## config.mk

```make
export PLATFORM = sky130hd
export DESIGN_NAME = chlbf_queue
export DESIGN_NICKNAME = d
export VERILOG_FILES = /design/src/rtl/core/chlbf_pkg.sv /design/src/rtl/core/chlbf_queue.sv
export SDC_FILE = /design/constraint.sdc
export NUM_CORES = 1
export LEC_CHECK = 0
export BUFFER_PORTS_ARGS = -buffer_cell sky130_fd_sc_hd__buf_2
export CORE_MARGIN = 2
export CORE_UTILIZATION = 43
export DETAILED_ROUTE_END_ITERATION = 10
export SETUP_SLACK_MARGIN = 0.4
export SYNTH_ARGS = -nofsm -noshare
export SYNTH_HDL_FRONTEND = slang
export SYNTH_SLANG_ARGS = --single-unit
```

## constraint.sdc

```tcl
create_clock -name clk -period 1.9 [get_ports clk]
set_input_delay 0.38 -clock clk [delete_from_list [all_inputs] [get_ports clk]]
set_output_delay 0.38 -clock clk [all_outputs]
set_load 0.03 [all_outputs]
```

## src/rtl/core/chlbf_pkg.sv

```systemverilog
// ----------------------------------------------------------------------------
// chlbf_pkg
// Shared types and constants for the column histogram lane base finder:
// transaction payloads, queue entry, back-end status and state encoding.
// ----------------------------------------------------------------------------
package chlbf_pkg;

	// Default column capacity of the histogram memory
	localparam int MAX_COLS_DEF = 2048;

	// Fixed field widths
	localparam int COUNT_W = 12;
	localparam int WIDTH_W = 12;
	localparam int COL_W   = 11;

	// Largest column count an 11-bit position can address
	localparam int COL_LIMIT = 2048;

	localparam logic [COUNT_W-1:0] COUNT_MAX   = '1;
	localparam logic [WIDTH_W-1:0] WIDTH_RESET = 12'd1280;

	// Depth of the queue between front and back
	localparam int QUEUE_DEPTH = 4;

	// Input transaction
	typedef struct packed {
		logic pixel_set;
		logic last_in_frame;
	} pix_t;

	// Result transaction
	typedef struct packed {
		logic [COL_W-1:0] left_peak;
		logic [COL_W-1:0] right_peak;
	} res_t;

	// Classified pixel handed from front to back
	typedef struct packed {
		logic [COL_W-1:0] col;
		logic             pixel_set;
		logic             last_in_frame;
	} q_entry_t;

	// Back-end status seen by the front and the top level
	typedef struct packed {
		logic clearing;
		logic scanning;
	} back_status_t;

	typedef enum logic [2:0] {
		ST_CLEAR,
		ST_RUN,
		ST_SCAN,
		ST_DRAIN,
		ST_DONE
	} back_state_t;

endpackage

```

## src/rtl/core/chlbf_queue.sv

```systemverilog
// ----------------------------------------------------------------------------
// chlbf_queue
// Short FIFO of classified pixels between the front and the back end.
// ----------------------------------------------------------------------------
module chlbf_queue import chlbf_pkg::*; (
	input  logic     clk,
	input  logic     arst_n,
	input  logic     push,
	input  q_entry_t push_data,
	output logic     full,
	input  logic     pop,
	output q_entry_t pop_data,
	output logic     empty
);

	localparam int PTR_W = $clog2(QUEUE_DEPTH);

	q_entry_t           slots_q [QUEUE_DEPTH];
	logic [PTR_W-1:0]   wr_ptr_q;
	logic [PTR_W-1:0]   rd_ptr_q;
	logic [PTR_W:0]     count_q;

	assign full     = (count_q == (PTR_W+1)'(QUEUE_DEPTH));
	assign empty    = (count_q == '0);
	assign pop_data = slots_q[rd_ptr_q];

	// Store pushed entries
	always_ff @(posedge clk) begin
		if (push) begin
			slots_q[wr_ptr_q] <= push_data;
		end
	end

	// Advance pointers and occupancy
	always_ff @(posedge clk or negedge arst_n) begin
		if (!arst_n) begin
			wr_ptr_q <= '0;
			rd_ptr_q <= '0;
			count_q  <= '0;
		end else begin
			if (push) begin
				wr_ptr_q <= wr_ptr_q + PTR_W'(1);
			end
			if (pop) begin
				rd_ptr_q <= rd_ptr_q + PTR_W'(1);
			end
			if (push && !pop) begin
				count_q <= count_q + (PTR_W+1)'(1);
			end else if (pop && !push) begin
				count_q <= count_q - (PTR_W+1)'(1);
			end
		end
	end

endmodule

```

==> results.ini <==
[synthesis]
ys_warn_count=0
synth.top_cell.area_share=0.6790
synth_nets=125
yosysTopAreaCell=edfxtp_1
ys_ff_latch=59
synth_area_leaders=edfxtp_1 (68%), mux4_2 (7.8%), dfrtp_1 (7.6%)
syn_area_per_cell_sq_um=22.55
syn_inst=102
ys_types=19
netlist_area_sq_um=2300
synth_seq_area_share=0.7552

[timing]
setup_viol=13
slew_headroom=0.8164
finClkSkew_ns=0.005963
hold_viol_final=0
finalWorstPathRequiredPeriod_ns=1.969
final_max_slew_viol_count=0
setup_tns_ns=-0.6575
fmax_ghz=0.5078
setup_slack_ns=-0.06939
fin_crit_sh=1.037
rsz0062_at_grt=true
tightest_slew_ns=0.2755

[die]
initial_core_util=0.4474
ios=32
dieArea_sq_um=5949
die_y_um=77.13
core_area_sq_um=5140
die_w_um=77.13
fp-row-count=26

[power]
power_mw=4.902
vdd_drop_max_uv=933.6
p_leak_nw=1.083
p_per_area_nw_per_um2=1677

[final_layout]
finalNetCount=178
area_delta_synth_final_pct=27.15
fillCellCount=427
ff_latch_area_sq_um=1740
antenna_cells=0
drive_above_1_share=0.5000
multiInputGateArea_sq_um=508.0

[critical_path]
criticalPathCategory=reg2out
cp_slowest_cell=mux4_2
critPathArrivalTime_ns=1.59
slowest_delay_ns=0.50
cp-start-kind=flop
cp-end-kind=output port
required_ns=1.52
crit_chain=clkbuf_16, mux4_2, buf_6
cp_max_fo=5

[flow_run]
max_cap_violations=0

[cts]
numCtsBuffers=9
clk_pin_slew_ns=0.06
cts_max_level=3
clk_path_buf_depth=2
cts_tree=done
clock_sinks=59
cts_root_buf=clkbuf_8
clk_latency_ns=0.34

[global_routing]
antenna_found_initial=0
grt_first_pass_wirelength_um=6134
grt_max_degree=14
grt_pass1_vias=1202
gr-total-overflow=0
grtUsageTotal=0.1457

[route]
drt_iter0_markers=81
ant_nets=0
dr_total_vias=1112
drc=0
viasPerCell=4.835
totalWireLength_um=3860
first_pass_iters=4
wl_per_cell_um=16.78

[place]
numPortBuffers=31
dp_hpwl_um=2530
gp_congestion=0.6505

[hold_path]
hold_path.class=in2reg

[outcome]
violations=negative setup slack
status=complete, but fails checks

cells by family after synthesis:
| logic type | count (synthesis) | synth area share |
|---|---|---|
| DFF | 59 | 0.7552 |
| muxes | 14 | 0.1404 |
| and+or+nand+nor | 9 | 0.02122 |
| buffers and inverters | 7 | 0.02230 |
| xor gates and xnor gates | 6 | 0.02285 |
| adders and majority gates | 6 | 0.03591 |
| AOI/OAI and AO/OA | 1 | 0.002174 |
registers in the layout (all words and copies together) (netlist names):
name,cells
wr_ptr_q,2
slots_q,52
count_q,3
rd_ptr_q,2
critical path, delay by kind of cell (launching register included):
kind / cells / cell delay (ns)
multiplexers: 1 / 0.50
buffers and inverters: 2 / 0.33
flip-flops: 1 / 0.43
layer usage:
| layer | GRT usage | vias up | wire length [um] |
|---|---|---|---|
| met1 | 0.1626 | 560 | 1557 |
| met4 | 0.1018 | 0 | 124 |
| met3 | 0.04588 | 12 | 149 |
| met2 | 0.2365 | 33 | 2028 |
| li1 | - | 507 | - |
| met5 | 0 | - | 0 |
power breakdown:
part / leakage [nW] / total [mW] / internal [mW] / switching [mW]
Clock: 0.0935 / 1.06 / 0.593 / 0.466
Combinational: 0.433 / 1.98 / 0.994 / 0.984
Sequential: 0.557 / 1.87 / 1.73 / 0.137
path summary, 6_finish.rpt:
path	start	end	slack [ns]	depth (start not counted)
min in group asynchronous	arst_n	wr_ptr_q[0]	0.41	2
max reg2reg	count_q[1]	count_q[2]	0.46	5
min reg2reg	count_q[2]	count_q[2]	0.53	1
max	rd_ptr_q[0]	pop_data[6]	-0.07	3
max in group asynchronous	arst_n	count_q[1]	1.31	2
min	push_data[11]	slots_q[0][11]	0.26	1
cell type report:
class,instances,area share
multi-input combinational,36,0.1737
tap,70,0.02995
inverter,4,0.005135
sequential,59,0.5952
clock inverter,6,0.01926
clock buffer,10,0.04365
timing repair buffer,45,0.1331
placed cells by master, fill, tap and decap left out:
cell / count
and2_1: 2
and2_2: 2
buf_2: 16
buf_4: 9
buf_6: 17
buf_8: 1
bufinv_16: 1
clkbuf_1: 1
clkbuf_16: 1
clkbuf_8: 9
clkinv_1: 1
clkinv_2: 3
clkinvlp_4: 1
dfrtp_1: 4
dfrtp_2: 3
dlygate4sd3_1: 1
edfxtp_1: 52
fa_2: 1
ha_1: 5
inv_1: 4
mux2_2: 1
mux4_2: 13
nand2_1: 2
nor2_1: 1
nor3_2: 1
nor3b_2: 1
o21ai_0: 1
xnor2_1: 2
xor2_1: 4
cells in the mapped netlist:
master     n
and2_1     4
buf_12     1
buf_2      1
buf_6      1
dfrtp_1    7
edfxtp_1  52
fa_1       1
ha_1       5
inv_1      4
mux2_2     1
mux4_1     5
mux4_2     8
nand2_1    2
nor2_1     1
nor3_1     1
nor3b_1    1
o21ai_0    1
xnor2_1    2
xor2_1     4
per-stage QoR:
stage | hold slack [ns] | cells | utilization | area (sq um) | setup WS [ns]
detailed placement | 0.2293 | 208 | 0.5012 | 2576 | 0.1458
global placement | 0.2191 | 208 | 0.5012 | 2576 | 0.1889
CTS | 0.2459 | 230 | 0.5672 | 2915 | -0.1249
global route | 0.2492 | 230 | 0.5689 | 2924 | -0.1206
floorplan | 0.08441 | 102 | - | 2310 | 0.3394
finish | 0.2594 | 230 | 0.5689 | 2924 | -0.06939
repair_timing:
action	in CTS	in global routing
setup buffers	4	0
setup endpoints to repair	33	24
pin swaps	3	2
hold endpoints to repair	7	0
cloned	1	0
hold buffers	1	0
gates resized for setup	43	4
(Power assumes the default switching activity.)
