## config.mk

```make
export PLATFORM = sky130hd
export DESIGN_NAME = chlbf_front
export DESIGN_NICKNAME = d
export VERILOG_FILES = /design/src/rtl/core/chlbf_pkg.sv /design/src/rtl/core/chlbf_front.sv
export SDC_FILE = /design/constraint.sdc
export NUM_CORES = 1
export LEC_CHECK = 0
export ABC_AREA = 0
export BUFFER_PORTS_ARGS = -buffer_cell sky130_fd_sc_hd__buf_2
export CORE_MARGIN = 2
export CORE_UTILIZATION = 50
export DETAILED_ROUTE_END_ITERATION = 8
export PLACE_DENSITY = 0.76
export SLEW_MARGIN = 30
export SYNTH_ARGS = -nofsm -noshare
export SYNTH_HDL_FRONTEND = slang
export SYNTH_SLANG_ARGS = --single-unit
export TNS_END_PERCENT = 10
```

## constraint.sdc

```tcl
create_clock -name clk -period 10.3 [get_ports clk]
set_input_delay 2.06 -clock clk [delete_from_list [all_inputs] [get_ports clk]]
set_output_delay 2.06 -clock clk [all_outputs]
set_load 0.02 [all_outputs]
```

## src/rtl/core/chlbf_pkg.sv

```systemverilog
// ----------------------------------------------------------------------------
// chlbf_pkg
// Shared types and constants for the column histogram lane base finder:
// transaction payloads, queue entry, back-end status and state encoding.
// ----------------------------------------------------------------------------
package chlbf_pkg;

	// Default column capacity of the histogram memory
	localparam int MAX_COLS_DEF = 2048;

	// Fixed field widths
	localparam int COUNT_W = 12;
	localparam int WIDTH_W = 12;
	localparam int COL_W   = 11;

	// Largest column count an 11-bit position can address
	localparam int COL_LIMIT = 2048;

	localparam logic [COUNT_W-1:0] COUNT_MAX   = '1;
	localparam logic [WIDTH_W-1:0] WIDTH_RESET = 12'd1280;

	// Depth of the queue between front and back
	localparam int QUEUE_DEPTH = 4;

	// Input transaction
	typedef struct packed {
		logic pixel_set;
		logic last_in_frame;
	} pix_t;

	// Result transaction
	typedef struct packed {
		logic [COL_W-1:0] left_peak;
		logic [COL_W-1:0] right_peak;
	} res_t;

	// Classified pixel handed from front to back
	typedef struct packed {
		logic [COL_W-1:0] col;
		logic             pixel_set;
		logic             last_in_frame;
	} q_entry_t;

	// Back-end status seen by the front and the top level
	typedef struct packed {
		logic clearing;
		logic scanning;
	} back_status_t;

	typedef enum logic [2:0] {
		ST_CLEAR,
		ST_RUN,
		ST_SCAN,
		ST_DRAIN,
		ST_DONE
	} back_state_t;

endpackage

```

## src/rtl/core/chlbf_front.sv

```systemverilog
// ----------------------------------------------------------------------------
// chlbf_front
// Accepts pixel transactions, holds the frame width register, tracks the
// column position and pushes each pixel with its column into the queue.
// ----------------------------------------------------------------------------
module chlbf_front import chlbf_pkg::*; #(
	parameter int MAX_COLS = MAX_COLS_DEF
) (
	input  logic               clk,
	input  logic               arst_n,
	// configuration write channel
	input  logic               cfg_valid,
	output logic               cfg_ready,
	input  logic [WIDTH_W-1:0] cfg_data,
	// pixel channel
	input  logic               pix_valid,
	output logic               pix_stall,
	input  pix_t               pix,
	// back-end status
	input  back_status_t       back_st,
	// queue push side
	input  logic               q_full,
	output logic               q_push,
	output q_entry_t           q_data,
	// effective width for the scan
	output logic [WIDTH_W-1:0] width
);

	localparam int COL_CAP = (MAX_COLS < COL_LIMIT) ? MAX_COLS : COL_LIMIT;

	logic [WIDTH_W-1:0] frame_width_q;
	logic [COL_W-1:0]   col_q;
	logic [COL_W-1:0]   col;
	logic [WIDTH_W-1:0] col_inc;

	// Clamp the programmed width to 1 .. capacity
	always_comb begin
		if (frame_width_q == '0) begin
			width = WIDTH_W'(1);
		end else if (frame_width_q > WIDTH_W'(COL_CAP)) begin
			width = WIDTH_W'(COL_CAP);
		end else begin
			width = frame_width_q;
		end
	end

	// Configuration register, always ready
	assign cfg_ready = 1'b1;

	always_ff @(posedge clk or negedge arst_n) begin
		if (!arst_n) begin
			frame_width_q <= WIDTH_RESET;
		end else if (cfg_valid && cfg_ready) begin
			frame_width_q <= cfg_data;
		end
	end

	// Hold off while the queue is full or the histogram is being cleared
	assign pix_stall = q_full || back_st.clearing;
	assign q_push    = pix_valid && !pix_stall;

	// Fold an out-of-range position back to column 0
	assign col     = ({1'b0, col_q} >= width) ? '0 : col_q;
	assign col_inc = {1'b0, col} + WIDTH_W'(1);

	assign q_data.col           = col;
	assign q_data.pixel_set     = pix.pixel_set;
	assign q_data.last_in_frame = pix.last_in_frame;

	// Advance the column position, wrap at row end, restart after the frame
	always_ff @(posedge clk or negedge arst_n) begin
		if (!arst_n) begin
			col_q <= '0;
		end else if (q_push) begin
			if (pix.last_in_frame || (col_inc >= width)) begin
				col_q <= '0;
			end else begin
				col_q <= col_inc[COL_W-1:0];
			end
		end
	end

endmodule

```

==> run_results.csv, run 1 <==
group,metric,value,unit
status,status,"completed",
timing,rsz0062_at_grt,"false",
layout,multi_input_area,1150,µm²
layout,stdcell_count,295,
worst_setup_path,criticalPathCategory,"reg -> out",
yosys,synth_common_cells,"nand2_1, ha_1, dfrtp_1",
yosys,netlist_top_cells_area,"dfrtp_1, ha_1, mux2_2, nand2_1, a21oi_1",
layout,regArea,578,µm²
floorplanning,die_width,64.7,µm
timing,setup_viol,0,
layout,fin_nets,292,
layout,finalInstanceArea,2120,µm²
grt,grt_pass1_wl,6.61,mm
timing,slew-limit-headroom,65.0,%
layout,area_delta_synth_final,15.4,%
grt,grt_max_degree,25,
worst_setup_path,worstPathRequired,8.24,ns
yosys,synth_edf_count,0,
grt,grtUsageTotal,20.1,%
worst_setup_path,critical_path.max_fanout,9,
job,cap_violations,0,
timing,setup_tns,0,ns
cts,clk_latency,0.26,ns
layout,diodes,0,
yosys,synth_top_area_share,28.6,%
worst_setup_path,endpoint_kind,"output pin",
cts,numCtsBuffers,3,
worst_setup_path,crit_slowest_cell,"dfrtp_1",
route,via_per_inst,5.34,
timing,worst_slew_pin_slew,0.525,ns
floorplanning,design.core.area,3610,µm²
yosys,syn_nets,251,
floorplanning,start_util,51.0,%
cts,postCtsSetupBuffers,0,
worst_setup_path,crit_arrival,3.02,ns
min_path,worstHoldPathType,"reg -> reg",
cts,cts.htree.levels,1,
worst_setup_path,path_cells,"nor4_1 -> a31oi_1 -> nor2_1 -> ha_1 -> nor3b_1 -> o21bai_1 -> a21oi_1 -> o31a_1 -> and2_1 -> buf_2",
yosys,synth_flop_cell,"dfrtp_1",
timing,maxSlewViolCount,0,
yosys,avgSynthCellArea,8.89,µm²
floorplanning,die_h,64.7,µm
yosys,synth_area,1840,µm²
route,first_pass_iters,4,
placed_design,dp_hpwl,3.08,mm
yosys,postSynthCellCount,207,
layout,fillers,343,
route,routed_wl,3.92,mm
cts,tritoncts,"yes",
route,drc_errors,0,
cts,cts-root-buf,"clkbuf_8",
cts,cts_sinks,23,
yosys,yosys_warnings,0,
grt,grt_overflow,0,
worst_setup_path,critPathMaxStageDelay,0.39,ns
timing,period_share,49.3,%
placed_design,dpl.cell_count,290,
route,vias,1575,
yosys,async_reset_ff_share,100,%
placed_design,gp_congestion,0.825,
floorplanning,ios,49,
yosys,yosysMostFrequentCell,"nand2_1",
yosys,ys_types,43,
grt,grt_pass1_vias,1499,
route,drt.antenna.violating_nets,0,
timing,finalHoldViolations,0,
timing,post-route-min-period,5.08,ns
cts,clk_path_buf_depth,2,
route,wl_per_cell,13.3,µm
power_and_ir_drop,p_leak,0.00115,µW
yosys,yosys_register_bits,23,
yosys,synth_top_area_cell,"dfrtp_1",
floorplanning,rows,22,
yosys,synth-seq-area-share,31.4,%
cts,path_clk_slew,0.08,ns
cts,postCtsHoldBufs,0,
grt,antenna_found_initial,0,
layout,fin_util,58.9,%
cts,cts_resized,0,
route,drt_iter0_drc,51,
timing,hold_ws,0.520,ns
worst_setup_path,worstSetupStartpointType,"flip-flop",
placed_design,io_buffer_count,44,
placed_design,postPlaceCellArea,2070,µm²
floorplanning,die_area,4180,µm²
timing,fmax,197,MHz
timing,fin_worst_skew,0.00216,ns
layout,drive_gt1_share,29.1,%
power_and_ir_drop,peakVddDrop,0.0752,mV
power_and_ir_drop,power_density,109,nW/µm²
per-layer routing:
metal | global-route usage [%] | up-vias | routed length (µm)
met2 | 34.9 | 27 | 1910
met3 | 2.26 | 8 | 95
li1 | - | 814 | -
met4 | 6.38 | 0 | 65
met5 | 0 | - | 0
met1 | 26.1 | 726 | 1850
cell type report:
cell class	instances	share of cell area [%]
Inverter	16	2.83
Sequential cell	23	27.2
Clock buffer	3	1.94
Timing Repair Buffer	46	11.0
Clock inverter	1	0.236
Multi-Input combinational cell	158	54.0
Tap cell	48	2.83
cells in the final DEF, fill, tap and decap left out, drive strengths merged, types with 2 or more instances in the layout:
master	Yosys	layout
ha	23	23
a31oi	2	2
dfstp	2	2
nand4	3	3
nor2b	2	2
a211oi	10	10
o31ai	3	3
nor4	3	3
and2	8	8
inv	16	16
nand3	2	2
a21oi	14	14
mux2	11	11
nor2	13	13
buf	7	46
o21ai	7	7
a21o	9	9
nand2	25	25
nor3	2	2
or2	3	3
dfrtp	21	21
nand2b	4	4
clkbuf	3	3
flip-flops by register name, indices dropped and copies added (netlist names):
signal,flops
frame_width_q,12
col_q,11
kinds of logic (layout without fill, tap and decap cells):
family | count (synthesis) | in the layout | share of synthesized area [%]
AO/OA/AOI/OAI | 51 | 51 | 18.8
flip-flops | 23 | 23 | 31.4
adder cells (fa/ha/maj) | 23 | 23 | 15.6
other | 1 | 1 | 0.204
AND/OR/NAND/NOR | 70 | 70 | 19.9
XOR/XNOR | 2 | 2 | 0.953
multiplexers | 11 | 11 | 6.73
buffers and inverters | 26 | 66 | 6.26
through the flow:
stage	worst slack, ns	total power, µW
floorplan	5.62	155
global placement	5.31	175
detailed placement	5.31	177
CTS	5.26	233
global route	4.93	247
finish	5.22	231
power breakdown:
part           switching (µW)  internal, µW
clock                    28.7          27.0
sequential               7.06          97.5
combinational            43.0          27.6
total                    78.7           152
critical path, delay by kind of cell, from the launching register on:
kind,cells,cell delay (ns)
DFF,1,0.39
buffers and inverters,1,0.17
and+or+nand+nor,4,1.03
AOI/OAI and AO/OA,4,0.86
adders and majority gates,1,0.30
path summary, 6_finish.rpt:
path / start / to / slack, ns / depth (start not counted)
worst max-delay path: frame_width_q[1] / q_data[3] / 5.22 / 10
worst min-delay path: frame_width_q[0] / frame_width_q[0] / 0.52 / 1
worst max register to register: frame_width_q[1] / col_q[1] / 6.06 / 18
worst min register to register: frame_width_q[0] / frame_width_q[0] / 0.52 / 1
max in group asynchronous: arst_n / frame_width_q[10] / 8.17 / 1
min in group asynchronous: arst_n / frame_width_q[5] / 1.76 / 1
(Power assumes the default switching activity.)
==> run 2: changes to the inputs <==
CORE_UTILIZATION = 48   (was 50)
PLACE_DENSITY = 0.77   (was 0.76)
clock period = 4.1 ns   (was 10.3 ns; I/O delays follow)
==> run 2 against run 1 <==
Effect of this change:
- final area rose by 2.6%
- non-clock buffer count rose by 2
- clock power rose to 2.6 times the previous value
- final cell count rose by 0.68%
- combinational power rose to 2.7 times the previous value
- first-iteration DRC count rose by 29%
- critical path type is now reg -> reg
- largest cell class unchanged
==> run_results.csv, run 2 (same netlist as run 1, synthesis figures left out) <==
group,metric,value,unit
timing,hold_ws,0.516,ns
layout,area_delta_synth_final,18.4,%
min_path,worstHoldPathType,"in -> async",
timing,period_share,94.2,%
power_and_ir_drop,swShare,34.8,%
worst_setup_path,endpoint_kind,"flip-flop",
route,wl_per_cell,13.8,µm
cts,cts.htree.levels,1,
placed_design,postPlaceCellArea,2090,µm²
worst_setup_path,regToRegSetupSlack,0.24,ns
cts,cts-root-buf,"clkbuf_8",
route,drt_iter0_drc,66,
timing,worst_slew_pin_slew,0.515,ns
worst_setup_path,worstSetupStartpointType,"flip-flop",
floorplanning,rows,22,
layout,regArea,578,µm²
worst_setup_path,rr_worst_depth,18,
cts,tritoncts,"yes",
floorplanning,die_area,4340,µm²
timing,setup_viol,0,
worst_setup_path,path_cells,"nor4_2 -> a31oi_1 -> nor2_2 -> ha_1 -> nor3b_1 -> o21bai_1 -> a21oi_2 -> o31ai_4 -> buf_12 -> a21oi_1 -> ha_1 -> a21oi_1 -> o21ai_0 -> a41oi_1 -> o211ai_1 -> buf_4 -> a211oi_1 -> a21o_1",
timing,finalHoldViolations,0,
floorplanning,die_h,65.9,µm
power_and_ir_drop,power_frac_seq,44.4,%
layout,reg.largest.list,"frame_width_q: 12 flops, col_q: 11 flops",
floorplanning,ios,49,
floorplanning,design.core.area,3660,µm²
power_and_ir_drop,p_leak,0.00117,µW
grt,grt_pass1_wl,6.78,mm
cts,numCtsBuffers,3,
worst_setup_path,critPathBufInv,2,
grt,grt_max_degree,24,
cts,cts_sinks,23,
worst_setup_path,r2r_end,"col_q[9]",
layout,fillers,340,
worst_setup_path,crit_slowest_cell,"dfrtp_1",
layout,finalInstanceArea,2180,µm²
cts,path_clk_slew,0.08,ns
worst_setup_path,r2r-start,"frame_width_q[1]",
grt,grtUsageTotal,20.0,%
worst_setup_path,critical_path.max_fanout,21,
layout,multi_input_area,1170,µm²
power_and_ir_drop,peakVddDrop,0.172,mV
layout,fin_util,59.5,%
worst_setup_path,crit_family,"compound AO/OA/AOI/OAI gates",
grt,antenna_found_initial,0,
layout,largest_reg_flops,12,
power_and_ir_drop,total_power,595,µW
timing,maxSlewViolCount,0,
route,routed_wl,4.10,mm
layout,mostFrequentLayoutCells,"buf_2, nand2_1, ha_1",
timing,slew-limit-headroom,65.6,%
worst_setup_path,critPathMaxStageDelay,0.41,ns
cts,clk_path_buf_depth,2,
power_and_ir_drop,power.share.combinational,31.8,%
timing,fin_worst_skew,0.00285,ns
layout,regMostFlops,"frame_width_q",
layout,drive_gt1_share,31.3,%
status,status,"completed",
worst_setup_path,crit_arrival,4.07,ns
timing,setup_tns,0,ns
grt,grt_overflow,0,
worst_setup_path,criticalPathCategory,"reg -> reg",
placed_design,io_buffer_count,44,
route,vias,1625,
layout,diodes,0,
route,drt.antenna.violating_nets,0,
power_and_ir_drop,pwr-share-clk,23.8,%
layout,fin_nets,294,
floorplanning,start_util,50.2,%
power_and_ir_drop,switchingPower,207,µW
route,drc_errors,0,
cts,clk_latency,0.26,ns
floorplanning,die_width,65.9,µm
placed_design,gp_congestion,0.813,
worst_setup_path,worstPathRequired,4.31,ns
route,first_pass_iters,4,
placed_design,dp_hpwl,3.17,mm
route,via_per_inst,5.47,
timing,post-route-min-period,3.86,ns
power_and_ir_drop,power_density,273,nW/µm²
timing,fmax,259,MHz
job,cap_violations,0,
layout,layout_commonest_cell,"buf_2",
power_and_ir_drop,cell_internal_pwr,388,µW
grt,grt_pass1_vias,1513,
[run 2: cell types whose count changed in the layout (fill, tap and decap cells not counted), sizes merged]
cell	delta
clkinvlp	+1
inv	-1
buf	+2
[run 2: worst max-delay path by stage]
stage	startpoint	to	slack, ns	depth (start not counted)
2_1_floorplan	frame_width_q[9]	col_q[3]	0.20	18
3_3_place_gp	frame_width_q[1]	col_q[1]	0.24	18
3_5_place_dp	frame_width_q[1]	col_q[9]	0.16	18
4_1_cts	frame_width_q[1]	col_q[9]	0.1	18
5_1_grt	frame_width_q[1]	col_q[9]	-0.02	18
6_report	frame_width_q[1]	col_q[9]	0.24	18
[run 2: timing repair]
| action | CTS | global route |
|---|---|---|
| gates resized for setup | 0 | 5 |
| buffers inserted | 0 | 2 |
| setup endpoints to repair | 0 | 10 |
| hold buffers | 0 | 0 |
[run 2: power by group through the flow]
stage                     clock, µW  combinational [µW]  sequential (µW)
after CTS                       144                 181              262
after detailed placement          0                 180              267
after global placement            0                 175              266
after global routing            152                 213              268
final                           142                 189              264
after floorplan                   0                 128              262
[run 2: cell type report]
type	count	area share (%)
Clock buffer	3	1.90
Clock inverter	1	0.230
Inverter	16	2.93
Multi-Input combinational cell	158	53.6
Sequential cell	23	26.5
Tap cell	48	2.76
Timing Repair Buffer	48	12.1
[run 2: through the flow]
step	std cells	setup slack (ns)
after floorplan	207	0.203
after global placement	291	0.244
after detailed placement	291	0.159
after CTS	295	0.0969
after global routing	297	-0.0227
final	297	0.237
[run 2: metal layers]
metal  part of all wire (%)  GRT usage [%]  vias to the layer above
li1                       -              -                      813
met1                     46           27.7                      766
met2                     49           33.3                       39
met3                    3.7           2.04                        7
met4                    1.3           5.47                        0
met5                      0              0                        -
==> run 3: changes to the inputs <==
CORE_UTILIZATION = 30   (was 48)
PLACE_DENSITY = not set   (was 0.77)
==> run 3 against run 2 <==
Effect of this change:
- total power increased by 3.9%
- sequential power about the same
- global-route usage is 5.4 points lower
- worst hold slack improved by 0.0043 ns
- sequential cell count is the same
- combinational power is 6% higher
- core utilization decreased by 21 points
- critical path depth unchanged
- via count grew 2.3%
- final area rose by 4.0%
- routed wire length up 14%
- critical endpoint is now col_q[10]
==> run_results.csv, run 3 (same netlist as run 1, synthesis figures left out) <==
group,metric,value,unit
status,status,"completed",
worst_setup_path,crit_arrival,3.99,ns
route,via_per_inst,5.02,
layout,fin_nets,301,
layout,area_delta_synth_final,23.2,%
placed_design,gp_congestion,0.834,
power_and_ir_drop,power.share.combinational,32.5,%
power_and_ir_drop,swShare,36.0,%
floorplanning,die_width,82.3,µm
layout,reg.largest.list,"frame_width_q: 12 flops, col_q: 11 flops",
grt,grt_max_degree,24,
worst_setup_path,endpoint_kind,"flip-flop",
worst_setup_path,critical_path.max_fanout,14,
timing,rsz0062_at_grt,"false",
route,drc_errors,0,
layout,diodes,0,
cts,path_clk_slew,0.09,ns
layout,layout_commonest_cell,"buf_2",
timing,setup_viol,0,
min_path,worstHoldPathType,"in -> async",
timing,finalHoldViolations,0,
route,drt.antenna.violating_nets,0,
grt,grt_pass1_wl,7.56,mm
grt,antenna_found_initial,0,
power_and_ir_drop,cell_internal_pwr,395,µW
worst_setup_path,r2r_end,"col_q[10]",
layout,regMostFlops,"frame_width_q",
layout,mostFrequentLayoutCells,"buf_2, nand2_1, ha_1",
placed_design,dpl.cell_count,324,
layout,drive_gt1_share,33.6,%
cts,cts-root-buf,"clkbuf_8",
route,first_pass_iters,4,
floorplanning,start_util,31.1,%
worst_setup_path,regToRegSetupSlack,0.32,ns
cts,postCtsHoldBufs,0,
placed_design,dp_hpwl,3.66,mm
grt,grt_pass1_vias,1565,
route,vias,1662,
worst_setup_path,worstSetupStartpointType,"flip-flop",
power_and_ir_drop,switchingPower,222,µW
cts,numCtsBuffers,3,
cts,clk_path_buf_depth,2,
worst_setup_path,criticalPathCategory,"reg -> reg",
worst_setup_path,r2r-start,"frame_width_q[1]",
cts,tritoncts,"yes",
layout,largest_reg_flops,12,
timing,maxSlewViolCount,0,
power_and_ir_drop,power_frac_seq,43.0,%
timing,setup_tns,0,ns
floorplanning,ios,49,
floorplanning,rows,28,
timing,period_share,92.1,%
timing,fin_worst_skew,0.00447,ns
layout,stdcell_count,331,
placed_design,postPlaceCellArea,2160,µm²
cts,cts.htree.levels,1,
grt,grt_overflow,0,
worst_setup_path,worstPathRequired,4.32,ns
floorplanning,die_h,82.3,µm
worst_setup_path,rr_worst_depth,18,
power_and_ir_drop,peakVddDrop,0.143,mV
route,wl_per_cell,14.1,µm
route,drt_iter0_drc,74,
floorplanning,die_area,6770,µm²
job,cap_violations,0,
cts,clk_latency,0.27,ns
timing,worst_slack,0.324,ns
timing,hold_ws,0.520,ns
cts,cts_sinks,23,
timing,worst_slew_pin_slew,0.548,ns
power_and_ir_drop,pwr-share-clk,24.5,%
placed_design,dpl_worst_slack,0.166,ns
grt,grtUsageTotal,14.6,%
power_and_ir_drop,p_leak,0.00119,µW
timing,slew-limit-headroom,63.4,%
timing,post-route-min-period,3.78,ns
route,routed_wl,4.67,mm
floorplanning,design.core.area,5920,µm²
power_and_ir_drop,power_density,273,nW/µm²
timing,fmax,265,MHz
layout,finalInstanceArea,2270,µm²
placed_design,io_buffer_count,44,
==> run 3: how the worst max path moves through the flow <==
stage	from	to	slack, ns
after floorplan	frame_width_q[9]	col_q[3]	0.20
after global placement	frame_width_q[1]	col_q[5]	0.18
after detailed placement	frame_width_q[1]	col_q[5]	0.17
after CTS	frame_width_q[1]	col_q[5]	0.15
after global routing	frame_width_q[1]	col_q[10]	0.01
final	frame_width_q[1]	col_q[10]	0.32
==> run 3: layout make-up <==
type	count	area, µm²
clock buffer	4	45.0
fill	600	3650
inverter	16	63.8
multi-input combinational	158	1180
sequential	23	578
tap	75	93.8
timing repair buffer	55	303
==> run 3: per-stage QoR <==
| step | util (%) | power (µW) |
|---|---|---|
| global placement | 36.5 | 453 |
| CTS | 37.2 | 610 |
| floorplan | - | 390 |
| finish | 38.3 | 618 |
| global route | 38.3 | 653 |
| detailed placement | 36.5 | 458 |
==> run 3: repair_timing <==
| item | 4_1_cts | 5_1_grt |
|---|---|---|
| setup endpoints to repair | 0 | 10 |
| buffers inserted | 0 | 3 |
| resized for setup | 0 | 7 |
==> run 3: routing by layer <==
metal	GRT usage, %	vias to the layer above	routed length (µm)
met2	23.1	42	2070
met3	2.07	5	230
met1	21.1	787	2330
li1	-	828	-
met5	0	-	0
met4	3.50	0	46
==> run 3: critical path, stage by stage, from the launching register on <==
cell and delay (ns):
dfrtp_1 0.42, nor4_2 0.32, a31oi_1 0.13, nor2_1 0.20
ha_1 0.26, nor3b_1 0.18, o21bai_1 0.11, a21oi_2 0.22
o31ai_4 0.10, buf_4 0.21, a21oi_1 0.15, ha_1 0.28
a21oi_1 0.15, o21ai_0 0.11, a41oi_2 0.21, o211ai_1 0.15
buf_4 0.18, o31ai_1 0.20, a21o_1 0.15
==> run 3: power groups by stage <==
stage          combinational [µW]  clock [µW]  sequential [µW]
3_3_place_gp                  186           0              267
2_1_floorplan                 128           0              262
3_5_place_dp                  190           0              268
6_report                      201         151              266
5_1_grt                       224         161              267
4_1_cts                       191         156              263
